<file path="config.mk">
export PLATFORM = sky130hd
export DESIGN_NAME = lbr_geom
export DESIGN_NICKNAME = d
export VERILOG_FILES = /design/src/hw/rtl/letterbox_bilinear_resize_defines.svh /design/src/hw/rtl/lbr_pkg.sv /design/src/hw/rtl/lbr_geom.sv
export SDC_FILE = /design/constraint.sdc
export NUM_CORES = 1
export LEC_CHECK = 0
export BUFFER_PORTS_ARGS = -buffer_cell sky130_fd_sc_hd__buf_2
export CELL_PAD_IN_SITES_DETAIL_PLACEMENT = 0
export CELL_PAD_IN_SITES_GLOBAL_PLACEMENT = 1
export CORE_MARGIN = 1
export CORE_UTILIZATION = 25
export DETAILED_ROUTE_END_ITERATION = 12
export HOLD_SLACK_MARGIN = 0.06
export PLACE_DENSITY = 0.44
export SLEW_MARGIN = 10
export SYNTH_ARGS = -nofsm -noshare
export SYNTH_HDL_FRONTEND = slang
export SYNTH_SLANG_ARGS = --single-unit
</file>
<file path="constraint.sdc">
create_clock -name i_clk -period 6.01 [get_ports i_clk]
set_input_delay 0.3005 -clock i_clk [delete_from_list [all_inputs] [get_ports i_clk]]
set_output_delay 0.3005 -clock i_clk [all_outputs]
set_load 0.01 [all_outputs]
</file>
<file path="src/hw/rtl/letterbox_bilinear_resize_defines.svh">
// Assertion macros for the letterbox resize block.
`ifndef LETTERBOX_BILINEAR_RESIZE_DEFINES_SVH
`define LETTERBOX_BILINEAR_RESIZE_DEFINES_SVH

// Same-cycle implication, disabled in reset.
`define LBR_ASSERT_NOW(label, clk, rst_n, ante, cons) \
    label: assert property (@(posedge clk) disable iff (!rst_n) (ante) |-> (cons)) \
        else $error("lbr check failed");

// Next-cycle implication, disabled in reset.
`define LBR_ASSERT_NEXT(label, clk, rst_n, ante, cons) \
    label: assert property (@(posedge clk) disable iff (!rst_n) (ante) |=> (cons)) \
        else $error("lbr check failed");

`endif

</file>
<file path="src/hw/rtl/lbr_pkg.sv">
// Shared types and constants of the letterbox resize block.
package lbr_pkg;

    localparam int SRC_DIM_W = 11;
    localparam int DST_DIM_W = 12;
    localparam int COORD_W   = 12;
    localparam int INV_W     = 28;
    localparam int CHAN_W    = 8;
    localparam int CHANNELS  = 3;
    localparam int PIX_W     = CHAN_W * CHANNELS;
    localparam int OUT_W     = 16;
    localparam int CFG_IDX_W = 2;
    localparam int CFG_DAT_W = 12;

    localparam logic [OUT_W-1:0] PAD_VALUE = 16'd29184;   // gray 114 in Q8.8

    localparam logic KIND_LOAD = 1'b0;
    localparam logic KIND_REQ  = 1'b1;

    localparam logic [CFG_IDX_W-1:0] CFG_SRC_W = 2'd0;
    localparam logic [CFG_IDX_W-1:0] CFG_SRC_H = 2'd1;
    localparam logic [CFG_IDX_W-1:0] CFG_DST_W = 2'd2;
    localparam logic [CFG_IDX_W-1:0] CFG_DST_H = 2'd3;

    typedef struct packed {
        logic                 busy;
        logic [INV_W-1:0]     inv;
        logic [DST_DIM_W-1:0] sc_w;
        logic [DST_DIM_W-1:0] sc_h;
        logic [DST_DIM_W-1:0] pad_l;
        logic [DST_DIM_W-1:0] pad_t;
        logic [SRC_DIM_W-1:0] sw;
        logic [SRC_DIM_W-1:0] sh;
    } t_geom;

endpackage

</file>
<file path="src/hw/rtl/lbr_geom.sv">
// Geometry unit: scale, scaled size and padding, by serial restoring division.
module lbr_geom #(
    parameter int MAX_SRC_WIDTH  = 1024,
    parameter int MAX_SRC_HEIGHT = 1024
) (
    input  logic                                i_clk,
    input  logic                                i_rst_n,
    input  logic                                i_start,
    input  logic [lbr_pkg::SRC_DIM_W-1:0]       i_src_w,
    input  logic [lbr_pkg::SRC_DIM_W-1:0]       i_src_h,
    input  logic [lbr_pkg::DST_DIM_W-1:0]       i_dst_w,
    input  logic [lbr_pkg::DST_DIM_W-1:0]       i_dst_h,
    output lbr_pkg::t_geom                      o_geom
);
    localparam int SW = lbr_pkg::SRC_DIM_W;
    localparam int DW = lbr_pkg::DST_DIM_W;
    localparam int PW = SW + DW;          // dimension products
    localparam int QW = SW + 16;          // dividend / quotient width

    typedef enum logic [5:0] {
        ST_IDLE  = 6'b000001,
        ST_PREP  = 6'b000010,
        ST_CMP   = 6'b000100,
        ST_SETUP = 6'b001000,
        ST_DIV   = 6'b010000,
        ST_FIN   = 6'b100000
    } t_gstate;

    t_gstate r_state, n_state;
    logic [SW-1:0] r_sw, r_sh, r_db, r_rb;
    logic [DW-1:0] r_dw, r_dh, r_da, r_ra;
    logic [PW-1:0] r_p1, r_p2;
    logic          r_gov;
    logic [QW-1:0] r_qa, r_qb;
    logic [4:0]    r_cnt;
    logic [lbr_pkg::INV_W-1:0] r_inv;
    logic [DW-1:0] r_scw, r_sch, r_padl, r_padt;

    logic [DW:0]   ta, na;
    logic          ga;
    logic [SW:0]   tb, nb;
    logic          gb;
    logic [DW-1:0] fin_w, fin_h;

    function automatic logic [SW-1:0] eff_src(input logic [SW-1:0] v, input int maxv);
        logic [SW-1:0] r;
        if (v == '0)
            r = SW'(1);
        else if ({2'b00, v} > (SW+2)'(maxv))
            r = SW'(maxv);
        else
            r = v;
        return r;
    endfunction

    always_comb begin
        ta = {r_ra, r_qa[QW-1]};
        ga = ta >= {1'b0, r_da};
        na = ga ? ta - {1'b0, r_da} : ta;
        tb = {r_rb, r_qb[QW-1]};
        gb = tb >= {1'b0, r_db};
        nb = gb ? tb - {1'b0, r_db} : tb;
        fin_w = r_gov ? r_dw : r_qb[DW-1:0];
        fin_h = r_gov ? r_qb[DW-1:0] : r_dh;
    end

    always_comb begin
        n_state = r_state;
        unique case (r_state)
            ST_IDLE:  n_state = ST_IDLE;
            ST_PREP:  n_state = ST_CMP;
            ST_CMP:   n_state = ST_SETUP;
            ST_SETUP: n_state = ST_DIV;
            ST_DIV:   n_state = (r_cnt == 5'(QW-1)) ? ST_FIN : ST_DIV;
            ST_FIN:   n_state = ST_IDLE;
            default:  n_state = ST_PREP;
        endcase
        if (i_start)
            n_state = ST_PREP;
    end

    always_ff @(posedge i_clk) begin
        if (!i_rst_n) begin
            r_state <= ST_PREP;
            r_inv   <= '0;
            r_scw   <= '0;
            r_sch   <= '0;
            r_padl  <= '0;
            r_padt  <= '0;
        end else begin
            r_state <= n_state;
            if (r_state == ST_FIN) begin
                r_inv  <= lbr_pkg::INV_W'(r_qa);
                r_scw  <= fin_w;
                r_sch  <= fin_h;
                r_padl <= (r_dw - fin_w) >> 1;
                r_padt <= (r_dh - fin_h) >> 1;
            end
        end
    end

    always_ff @(posedge i_clk) begin
        unique case (r_state)
            ST_PREP: begin
                r_sw <= eff_src(i_src_w, MAX_SRC_WIDTH);
                r_sh <= eff_src(i_src_h, MAX_SRC_HEIGHT);
                r_dw <= (i_dst_w == '0) ? DW'(1) : i_dst_w;
                r_dh <= (i_dst_h == '0) ? DW'(1) : i_dst_h;
            end
            ST_CMP: begin
                r_p1 <= PW'(r_dw * r_sh);
                r_p2 <= PW'(r_dh * r_sw);
            end
            ST_SETUP: begin
                r_gov <= r_p1 <= r_p2;
                r_qa  <= (r_p1 <= r_p2) ? {r_sw, 16'h0} : {r_sh, 16'h0};
                r_da  <= (r_p1 <= r_p2) ? r_dw : r_dh;
                r_qb  <= (r_p1 <= r_p2) ? QW'(r_p1) : QW'(r_p2);
                r_db  <= (r_p1 <= r_p2) ? r_sw : r_sh;
                r_ra  <= '0;
                r_rb  <= '0;
                r_cnt <= '0;
            end
            ST_DIV: begin
                r_ra  <= na[DW-1:0];
                r_qa  <= {r_qa[QW-2:0], ga};
                r_rb  <= nb[SW-1:0];
                r_qb  <= {r_qb[QW-2:0], gb};
                r_cnt <= r_cnt + 5'd1;
            end
            default: begin
            end
        endcase
    end

    assign o_geom.busy  = r_state != ST_IDLE;
    assign o_geom.inv   = r_inv;
    assign o_geom.sc_w  = r_scw;
    assign o_geom.sc_h  = r_sch;
    assign o_geom.pad_l = r_padl;
    assign o_geom.pad_t = r_padt;
    assign o_geom.sw    = r_sw;
    assign o_geom.sh    = r_sh;

endmodule

</file>
==> results.txt, run 1 <==
- Buffer type at the clock tree root: sky130_fd_sc_hd__clkbuf_16
* Count of final setup violators: 0
* Half-perimeter wire length after detailed placement: 50300 microns
- In the global route stage, met1 resource usage came out at 0.193.
- Counting flops with an async set or reset pin after synthesis yields a share of 0.
- Count of antenna diodes in the layout: 0
- Clock input transition at the sequential cells of the worst setup and hold paths: 0.06 ns
- Cell area after layout: 25800 sq um
* Register-to-register path setup slack: 0.32 ns
- Post-synthesis share of cell area spent on xor and xnor gates: 0.0302
- Dividing the detail-routed via count by the number of cells gives 4.45.
- The worst hold path was traced through 2 stages.
- In the global route stage, met3 resource usage came out at 0.0194.
* Top cell type's share of synthesized area: 0.270
* Boundary Pins: 148
- Status: complete, no violations
* Cell Area, Synth: 22100 sq um
- Global-route met2 utilization: 0.267
- Most common cell in the synthesized netlist: sky130_fd_sc_hd__inv_1
* Most frequent cells after synthesis: sky130_fd_sc_hd__inv_1 (294), sky130_fd_sc_hd__nand2_1 (275), sky130_fd_sc_hd__edfxtp_1 (198)
* Routability congestion estimate: 0.814
- Once layout is complete, the utilization of the core stands at 0.296.
* Number of flops mapped to enable cells by yosys: 198
* Worst hold endpoint: r_sw[4]
* Overall power after layout: 9.70 mW
- Across the routed clock network, the largest skew measured is ~0.021 ns.
- Tightest Pin Transition: 1.15 ns
* Routed via count: 15.7k
* Clk Latency, worst-skew pair: 0.55 ns
- CTS saw 277 sinks.
- The startpoint identified for the worst hold timing path is i_src_w[4].
- Entering global routing, the biggest net connects 70 pins.
* Number of nets with antenna violations after routing: 0
- Via count of the first global-routing pass: around 17k
- Synthesized-area fraction occupied by adder cells: 0.273
* Critical path capture point type: flip-flop
* Number of warning messages in the yosys log: 0
* Avg Cell Area, Syn: 10.1 sq um
- Row cnt: 108
- After detailed routing, the average wire length per cell comes to ~19 microns.
- # Max-Cap Violations: 0
- The net count of the finished layout is roughly 2.8k.
- Layout overhead on the synthesized area: 16.9%
* Cells resized by post-CTS repair: 0
- Setup slack closes at ~0.32 ns.
* Post-place instance area: around 24000 sq um
- CTS built an H-tree with a depth of 2.
- Summed over all instances, the cell type with the most area after synthesis is sky130_fd_sc_hd__edfxtp_1.
- Share of synthesized area spent on multiplexers: 0.0450
* Die Ht: 299 microns
* Most used flip-flop cell after synthesis: sky130_fd_sc_hd__edfxtp_1
- In the global route stage, overall resource usage came out at 0.150.
* Sequential cell area: 7530 sq um
* Crit path required time: roughly 6.3 ns
* Final sum of negative setup slack: 0 ns
* Drt first-iter violations: around 700
* Layer with the highest usage after global routing: met2
- Kind of launch point of the worst setup path: flip-flop
- The critical path is of the flip-flop to flip-flop type.
- Router iterations before antenna repair: 5
- Of the cells placed in the final design, the portion with a size suffix greater than 1 is 0.130.
* Effective utilization at floorplan: 0.254
- Filler instances: 9093
- Setup repair after global routing left no endpoint under its margin.
- Sequential fraction of the synthesis area: 0.341
- DRT Wirelength: 65800 microns
* Gate count after technology mapping: ~2.2k
- The number of cells on the worst reg-to-reg path is 18.
- Peak clock frequency supported by timing: 176 MHz
- Die W: 299 microns
- Maximum VDD drop: 0.255 mV
* Number of buffers created by CTS: 37
* Worst Setup Slack post-DPL: 0.176 ns
* Minimum clock period after layout: approximately 5.7 ns
- The die covers roughly 89000 sq um.
* Share of synthesized cell area in and, or, nand and nor gates: 0.146
* Worst reg2reg endpoint: r_p2[22]
- Multi-input logic area: 13000 sq um
* Hold/Removal Path Class: primary input to flip-flop
- The number of antenna violations at the first check in global routing was 1.
- First-pass GRT wire length: 104000 microns
* Worst reg2reg startpoint: r_sw[2]
- Share of the clock period used by the worst path: 0.947
- In this run the tightest slew margin relative to its limit is 0.231.
* Leakage power: 11.9 nW
* Synth Area in Compound Gates: 0.0927
- Core area: 87000 sq um
- In the post-synthesis netlist, the biggest area contributors are sky130_fd_sc_hd__edfxtp_1 (27%), sky130_fd_sc_hd__fa_1 (17%), sky130_fd_sc_hd__ha_1 (11%).
* Total of buffers placed on input and output ports: 144
- Top fanout value on the critical path: 9
- After synthesis, the largest family of logic cells by area is adder cells.
* Hold violation total from the final report: 0
- Final global-route overflow total: 0
- Library cells used by synthesis: 64
- Remaining DRCs: 0
- Worst Path Arrival: approximately 6 ns
- Synthesis inferred ~280 register bits.
- Final Slew Violations: 0
- CTS tree: yes
- Clock Path Buffers: 3
- For this design the ratio of total power to cell area is 376 nW/um^2.
[sequential cells by signal, summed over array words and instances, names as in the netlist, 23 cells and up]
register and cells:
r_qa 27, r_qb 27, r_p1 23, r_p2 23, r_inv 27
[critical path: stages, from the launching register on]
cell and delay, ns:
sky130_fd_sc_hd__edfxtp_1 0.55, sky130_fd_sc_hd__buf_4 0.27, sky130_fd_sc_hd__and2_1 0.18, sky130_fd_sc_hd__fa_1 0.49
sky130_fd_sc_hd__ha_1 0.16, sky130_fd_sc_hd__inv_1 0.06, sky130_fd_sc_hd__fa_1 0.55, sky130_fd_sc_hd__fa_1 0.45
sky130_fd_sc_hd__fa_1 0.58, sky130_fd_sc_hd__inv_1 0.05, sky130_fd_sc_hd__ha_1 0.34, sky130_fd_sc_hd__o21a_1 0.16
sky130_fd_sc_hd__a2111oi_2 0.55, sky130_fd_sc_hd__nor3_1 0.14, sky130_fd_sc_hd__nor4b_1 0.36, sky130_fd_sc_hd__buf_4 0.19
sky130_fd_sc_hd__o31ai_1 0.08, sky130_fd_sc_hd__a21oi_1 0.19, sky130_fd_sc_hd__xnor2_1 0.09
[final cells by class]
class                   instances  area share
multi-input cells            1496       0.504
clock inverters                19     0.00665
clock buffers                  48      0.0399
well taps                    1155      0.0561
inverters                     294      0.0428
flip-flops and latches        277       0.292
repair buffers                237      0.0586
[cells by family after synthesis]
logic type,after synthesis
flip-flops,277
XOR/XNOR,76
multiplexers,95
AND/OR/NAND/NOR,653
other,1
AO/OA/AOI/OAI,297
buffers and inverters,416
adder cells (fa/ha/maj),372
[power breakdown]
group	leakage, nW	switching (mW)	internal (mW)	total (mW)
Clock	0.581	0.930	1.30	2.23
Sequential	2.60	0.113	2.36	2.47
Combinational	8.68	2.80	2.19	4.99
Total	11.9	3.84	5.86	9.70
[cells in the final DEF (no fill, tap or decap), types with 30 or more instances in the layout]
cell                            netlist  routed
sky130_fd_sc_hd__mux2i_1             61      61
sky130_fd_sc_hd__fa_1               182     182
sky130_fd_sc_hd__dlygate4sd3_1        0      37
sky130_fd_sc_hd__inv_1              294     293
sky130_fd_sc_hd__xnor2_1             50      50
sky130_fd_sc_hd__edfxtp_1           198     198
sky130_fd_sc_hd__o21ai_0             77      77
sky130_fd_sc_hd__and2_1             172     172
sky130_fd_sc_hd__ha_1               190     190
sky130_fd_sc_hd__a21oi_1             51      51
sky130_fd_sc_hd__buf_4                3      56
sky130_fd_sc_hd__nand2_1            275     274
sky130_fd_sc_hd__nor2_1              68      68
sky130_fd_sc_hd__clkbuf_16            0      38
sky130_fd_sc_hd__a21boi_0            30      30
sky130_fd_sc_hd__mux2_2              34      34
sky130_fd_sc_hd__buf_2                6     144
sky130_fd_sc_hd__dfxtp_1             79      79
[worst max path at each step]
stage | cells after the start | to | slack, ns | startpoint
final | 18 | r_p2[22] | 0.32 | r_sw[2]
after global routing | 19 | r_p1[22] | 0.004 | r_dw[4]
after CTS | 18 | r_p2[22] | 0.16 | r_sw[4]
after detailed placement | 18 | r_p2[22] | 0.18 | r_sw[4]
after global placement | 18 | r_p2[22] | 0.31 | r_sw[4]
after floorplan | 20 | r_p1[22] | 0.44 | r_sh[2]
[metal layers]
layer  vias to the layer above  part of all wire
met1                      7821              0.45
li1                       7579                 -
met2                       222              0.50
met3                        63             0.031
met5                         -                 0
met4                         0             0.018
[metrics by stage]
| step | hold slack, ns | cells |
|---|---|---|
| floorplan | 0.467 | 2189 |
| global placement | 0.451 | 3417 |
| detailed placement | 0.457 | 3417 |
| CTS | 0.0675 | 3521 |
| global route | 0.0974 | 3526 |
| finish | 0.100 | 3526 |
[timing repair]
action                                  4_1_cts  5_1_grt
endpoints found under the setup margin        0        4
hold buffers                                 37        0
buffers inserted                              0        5
endpoints found under the hold margin        37        0
No activity file was read; power rests on OpenSTA's default activity.
==> inputs of run 2 (changes only) <==
PLACE_DENSITY = default   (was 0.44)
PLACE_DENSITY_LB_ADDON = 0.1   (was default)
==> results.txt, run 2 (synthesized netlist as in run 1, its figures left out) <==
- The run finished with clean final reports.
- Final Slew Violations: 0 (unchanged)
* Final sum of negative setup slack: 0 ns (unchanged)
* Number of buffers created by CTS: 36 (-2.7%)
- Top fanout value on the critical path: 14 (+5)
- The share of the clock period used by the worst path is 0.961 (+0.0135).
* Pwr/cell area: 380 nW/um^2 (+0.99%)
- Type of the worst setup path: flip-flop to flip-flop
* Boundary Pins: 148 (unchanged)
- Net Switching: 3.84 mW (about the same)
- Clock Path Buffers: 3 (unchanged)
- The width of the die was 299 microns (unchanged).
* Core area: 87000 sq um (unchanged)
- The wire length of the first global-routing pass is 104000 microns (+0.38%).
- The count of buffers inserted at the top-level ports came to 144 (unchanged).
* Via count of the first global-routing pass: 17.0k (+0.27%)
- Die Ht: 299 microns (unchanged)
* Tot GR Track Use: 0.151 (+0.00118)
* Row cnt: 108 (unchanged)
- CP bufs+invs: 3 (-1)
- DRT Wirelength: 66700 microns (+1.4%)
- Clock input transition at the sequential cells of the worst setup and hold paths: 0.06 ns (about the same)
* Worst Skew: 0.0155 ns (-0.00562 ns)
- The leftover overflow at the end of global routing was 0 (unchanged).
- Routability congestion estimate: 0.796 (-2.2%)
- The fraction of layout cells with a size suffix above 1 is 0.129 (-0.000828).
- The data required time of the critical path was 6.41 ns (+0.11 ns).
* Post-detailed-route wirelength per cell: 18.9 microns (+1.6%)
- Register share of total power: 0.252 (-0.003)
- The via count came to 15.7k (-0.026%).
- Most Frequent Cell on Critical Path: sky130_fd_sc_hd__fa_1
- The total placed instance area is 24200 sq um (about the same).
* Commonest non-fill, non-tap cell in the layout: sky130_fd_sc_hd__inv_1
* Layout overhead on the synthesized area: 16.8% (about the same)
- Hold violation total from the final report: 0 (unchanged)
- Number of nets with antenna violations after routing: 0 (unchanged)
- The transition time of the tightest slew-check pin came to 1.13 ns (-0.0253 ns).
* Clk Latency, worst-skew pair: 0.55 ns (about the same)
- The worst setup path is captured at a flip-flop.
- The combinational fraction of design power was 0.515 (about the same).
- Count of final setup violators: 0 (unchanged)
- The maximum ir drop on the vdd rail came to 0.195 mV (-24%).
* Switching share of power: 0.392 (-0.00360)
* Critical Path Slowest Stage Cell: sky130_fd_sc_hd__edfxtp_1
- The starting utilization of the core area was 0.254 (unchanged).
- Half-perimeter wire length after detailed placement: 51500 microns (+2.4%)
- Drt first-iter violations: 812 (+13%)
* Hold/Removal Path Class: primary input to flip-flop
* Family of cells with the greatest summed delay on the critical path: adder cells
* Clk network pwr share: 0.233 (+0.003)
- Minimum clock period after layout: 5.78 ns (+0.0814 ns)
- The length of the first detailed-routing pass in iterations is 5 (unchanged).
- The maximum clock frequency is 173 MHz (-1.4%).
* Worst Path Arrival: 6.18 ns (+0.20 ns)
* Remaining DRCs: 0 (unchanged)
- H-tree levels: 2 (unchanged)
- The number of buffers added for setup after CTS came to 0 (unchanged).
* Final net count: 2758 (-0.22%)
- Buffer type at the clock tree root: sky130_fd_sc_hd__clkbuf_16
* Largest registers in the final layout: r_inv x27, r_qa x27, r_qb x27
- The standby leakage power came to 11.9 nW (about the same).
- The number of max-capacitance violations reported is 0 (unchanged).
- Internal power: 5.95 mW (+1.6%)
- The largest stage delay on the critical path was 0.88 ns (+0.30 ns).
* Pin count of the biggest net entering global routing: 66 (-5.7%)
- Cell area after layout: 25800 sq um (about the same)
- Kind of launch point of the worst setup path: flip-flop
* Commonest cells after routing, fill and taps aside: sky130_fd_sc_hd__inv_1 (293), sky130_fd_sc_hd__nand2_1 (274), sky130_fd_sc_hd__edfxtp_1 (198)
* Rel. slew slack: 0.247 (+0.0169)
* Cells resized by post-CTS repair: 0 (unchanged)
- Unrepaired setup endpoints after global routing: no
- The number of hold-repair buffers added at the cts stage was 34 (-8.1%).
- The via count normalized by instance count is 4.46 (+0.17%).
- The clock sink count came to 277 (unchanged).
- Total Die Area: 89400 sq um (unchanged)
- Number of antenna violations at the first check in global routing: 1 (unchanged)
* CTS tree: yes
* Critical-path cell list: nand2_1 -> fa_1 -> fa_1 -> inv_1 -> fa_1 -> fa_1 -> inv_1 -> fa_1 -> inv_1 -> ha_1 -> or4_1 -> o211a_2 -> a21o_1 -> a221oi_4 -> o21ai_2 -> or4_1 -> nand3_1
-- run 2: through the flow --
step / hold slack (ns) / power (mW) / setup WS (ns) / util / instances
after CTS: 0.0638 / 10.1 / 0.152 / 0.296 / 3518
after detailed placement: 0.455 / 7.65 / 0.184 / 0.278 / 3420
after floorplan: 0.467 / 6.25 / 0.442 / - / 2189
after global routing: 0.0870 / 10.8 / 0.0146 / 0.296 / 3518
final: 0.0916 / 9.79 / 0.235 / 0.296 / 3519
after global placement: 0.452 / 7.70 / 0.222 / 0.278 / 3420
-- run 2: worst paths after layout --
kind,from,end,slack [ns],depth (start not counted)
setup reg to reg,r_sh[6],r_p1[22],0.23,17
hold reg to reg,r_inv[12],r_inv[12],0.46,2
setup / recovery,r_sh[6],r_p1[22],0.23,17
hold / removal,i_src_h[5],r_sh[5],0.09,2
-- run 2: layer usage --
layer | wire length (microns) | global-route usage
met2 | 33200 | 0.268
met1 | 30400 | 0.197
met5 | 0 | 0
met4 | 1200 | 0.0305
met3 | 1830 | 0.0179
-- run 2: power groups by stage --
stage | sequential (mW) | clock [mW] | combinational [mW]
after detailed placement | 2.51 | 0 | 5.14
after global placement | 2.51 | 0 | 5.19
after global routing | 2.48 | 2.43 | 5.88
final | 2.47 | 2.28 | 5.05
after floorplan | 2.45 | 0 | 3.80
after CTS | 2.47 | 2.37 | 5.22
-- run 2: final cells by class --
cell class	count	area (sq um)
sequential	277	7530
inverter	294	1100
clock inverter	16	199
antenna	1	2.50
tap	1155	1450
fill	9163	61200
clock buffer	48	1040
timing repair buffer	232	1470
multi-input combinational	1496	13000
==> inputs of run 3 (changes only) <==
CORE_ASPECT_RATIO = 0.5   (was default)
GPL_TIMING_DRIVEN = 0   (was default)
SKIP_LAST_GASP = 1   (was default)
==> results.txt, run 3 (synthesized netlist as in run 1, its figures left out) <==
* Worst path setup slack after routing: 0.193 ns (-0.0419 ns)
- The floorplan die height was 212 microns (-29%).
- The via count of the first global-routing pass is 16.7k (-2.0%).
* Largest registers in the final layout: r_inv x27, r_qa x27, r_qb x27
* Pwr/cell area: 365 nW/um^2 (-3.9%)
* Layer with the highest usage after global routing: met2
* Worst reg2reg startpoint: r_sw[7]
* Clock input transition at the sequential cells of the worst setup and hold paths: 0.06 ns (about the same)
- Unrepaired setup endpoints after global routing: yes
* Final net count: 2885 (+4.6%)
- The number of hold violations in the final report was 0 (unchanged).
- Routed via count: 16.1k (+2.9%)
- The routed wirelength normalized by instance count is 19.0 microns (+0.46%).
* Post-place instance area: 24300 sq um (+0.56%)
* Worst Path Arrival: 6.12 ns (-0.06 ns)
* Routability congestion estimate: 0.791 (-0.64%)
- The critical path is of the flip-flop to flip-flop type.
- The antenna violation net count after detailed routing was 0 (unchanged).
- The length of the first detailed-routing pass in iterations is 5 (unchanged).
* Rel. slew slack: 0.276 (+0.0282)
- Maximum VDD drop: 0.243 mV (+24%)
- The number of antenna violations at the first check in global routing came to 7 (+6).
- Core area: 86700 sq um (-0.35%)
- Minimum clock period after layout: 5.82 ns (+0.0419 ns)
- CTS tree: yes
* # Max-Cap Violations: 0 (unchanged)
- Commonest cells after routing, fill and taps aside: sky130_fd_sc_hd__inv_1 (293), sky130_fd_sc_hd__nand2_1 (274), sky130_fd_sc_hd__edfxtp_1 (198)
- Row cnt: 76 (-30%)
- The worst setup path is launched from a flip-flop.
* Total Die Area: 89500 sq um (about the same)
* Status: complete, no violations
- Clk Latency, worst-skew pair: 0.55 ns (about the same)
- Commonest non-fill, non-tap cell in the layout: sky130_fd_sc_hd__inv_1
* Met3 track utilization from global routing: 0.0271 (+0.00921)
- Number of clock sinks: 277 (unchanged)
- Boundary Pins: 148 (unchanged)
- Utilization of the core after routing: 0.304 (+0.00801)
- Total of buffers placed on input and output ports: 142 (-1.4%)
* Clock Path Buffers: 3 (unchanged)
- Share of the clock period used by the worst path: 0.968 (+0.00696)
- The number of failing setup endpoints in the final timing report came to 0 (unchanged).
- The maximum clock frequency came to 172 MHz (-0.72%).
- Post-detailed-route via-to-cell ratio: 4.41 (-1.1%)
* Global-route met2 utilization: 0.243 (-0.0251)
- Final global-route overflow total: 0 (unchanged)
- Share of layout cells above drive strength 1: 0.139 (+0.00986)
- Effective utilization at floorplan: 0.254 (+0.000878)
* Hold/Removal Path Class: primary input to flip-flop
- H-tree levels: 2 (unchanged)
- Final sum of negative setup slack: 0 ns (unchanged)
* Drt first-iter violations: 830 (+2.2%)
- Final Slew Violations: 0 (unchanged)
* Layout overhead on the synthesized area: 19.6%
- The number of DRC violations after detailed routing is 0 (unchanged).
- The total wire length after detailed routing came to 69700 microns (+4.5%).
* Number of buffers created by CTS: 34 (-5.6%)
- STA classifies the critical path endpoint as a flip-flop.
* Cell area after layout: 26400 sq um (+2.3%)
* Half-perimeter wire length after detailed placement: 54700 microns (+6.3%)
- Startpoint of the worst hold path: i_src_h[2]
* Pin count of the biggest net entering global routing: 53 (-20%)
- The all-layer global routing usage is 0.158 (+0.00709).
* Top fanout value on the critical path: 10 (-4)
- Worst Skew: 0.0262 ns (+0.0107 ns)
* Tightest Pin Transition: 1.09 ns (-0.0423 ns)
- The wire length of the first global-routing pass came to 106000 microns (+2.2%).
- Crit path required time: 6.31 ns (-0.10 ns)
* Buffer type at the clock tree root: sky130_fd_sc_hd__clkbuf_16
- The routing usage on met1 came to 0.231 (+0.0348).
* Die W: 422 microns (+41%)
* Leakage power: 12.2 nW (+2.5%)
* Crit path from: r_sw[7]
- The setup slack after placement was -0.457 ns (-0.641 ns).
run 3: per-stage QoR:
step	cells	hold WS [ns]	total power, mW
3_5_place_dp	3505	0.457	7.49
2_1_floorplan	2189	0.467	6.25
3_3_place_gp	3501	0.454	7.55
6_report	3661	0.103	9.64
5_1_grt	3660	0.127	10.6
4_1_cts	3621	0.0764	9.74
run 3: cell type report:
class	instances	area, sq um
Buffer	122	562
Tap cell	1170	1460
Clock inverter	15	131
Sequential cell	277	7530
Fill cell	9268	60300
Clock buffer	47	972
Inverter	294	1100
Antenna cell	1	2.50
Multi-Input combinational cell	1496	13000
Timing Repair Buffer	239	1610
run 3: path summary, 6_finish.rpt:
kind	endpoint	slack, ns	cells after the start
max reg2reg	r_p2[22]	0.19	17
min reg2reg	r_inv[18]	0.46	2
min	r_sh[2]	0.10	2
max	r_p2[22]	0.19	17
run 3: timing repair:
item	CTS	global route
pin swaps	0	1
endpoints found under the hold margin	45	0
buffers inserted	9	39
hold buffers	45	0
resized for setup	27	62
endpoints found under the setup margin	13	12
run 3: worst max-delay path: stages (launching register included):
cell                       delay, ns
sky130_fd_sc_hd__edfxtp_1       0.54
sky130_fd_sc_hd__clkbuf_2       0.29
sky130_fd_sc_hd__and2_1         0.23
sky130_fd_sc_hd__fa_1           0.57
sky130_fd_sc_hd__fa_1           0.45
sky130_fd_sc_hd__fa_1           0.52
sky130_fd_sc_hd__fa_1           0.54
sky130_fd_sc_hd__inv_1          0.05
sky130_fd_sc_hd__fa_1           0.53
sky130_fd_sc_hd__inv_1          0.04
sky130_fd_sc_hd__ha_1           0.35
sky130_fd_sc_hd__and4_1         0.33
sky130_fd_sc_hd__nand2_1        0.15
sky130_fd_sc_hd__nor3_4         0.32
sky130_fd_sc_hd__nor4b_4        0.10
sky130_fd_sc_hd__o31ai_1        0.28
sky130_fd_sc_hd__a21oi_1        0.12
sky130_fd_sc_hd__xnor2_1        0.13
run 3: layer usage:
layer	part of all wire	wire length (microns)
met3	0.037	2560
met5	0	0
met4	0.018	1250
met2	0.44	30400
met1	0.51	35400
run 3: where the power goes:
group	total, mW	switching [mW]	internal (mW)
sequential	2.45	0.0884	2.36
combinational	5.08	2.85	2.24
clock	2.10	0.916	1.19
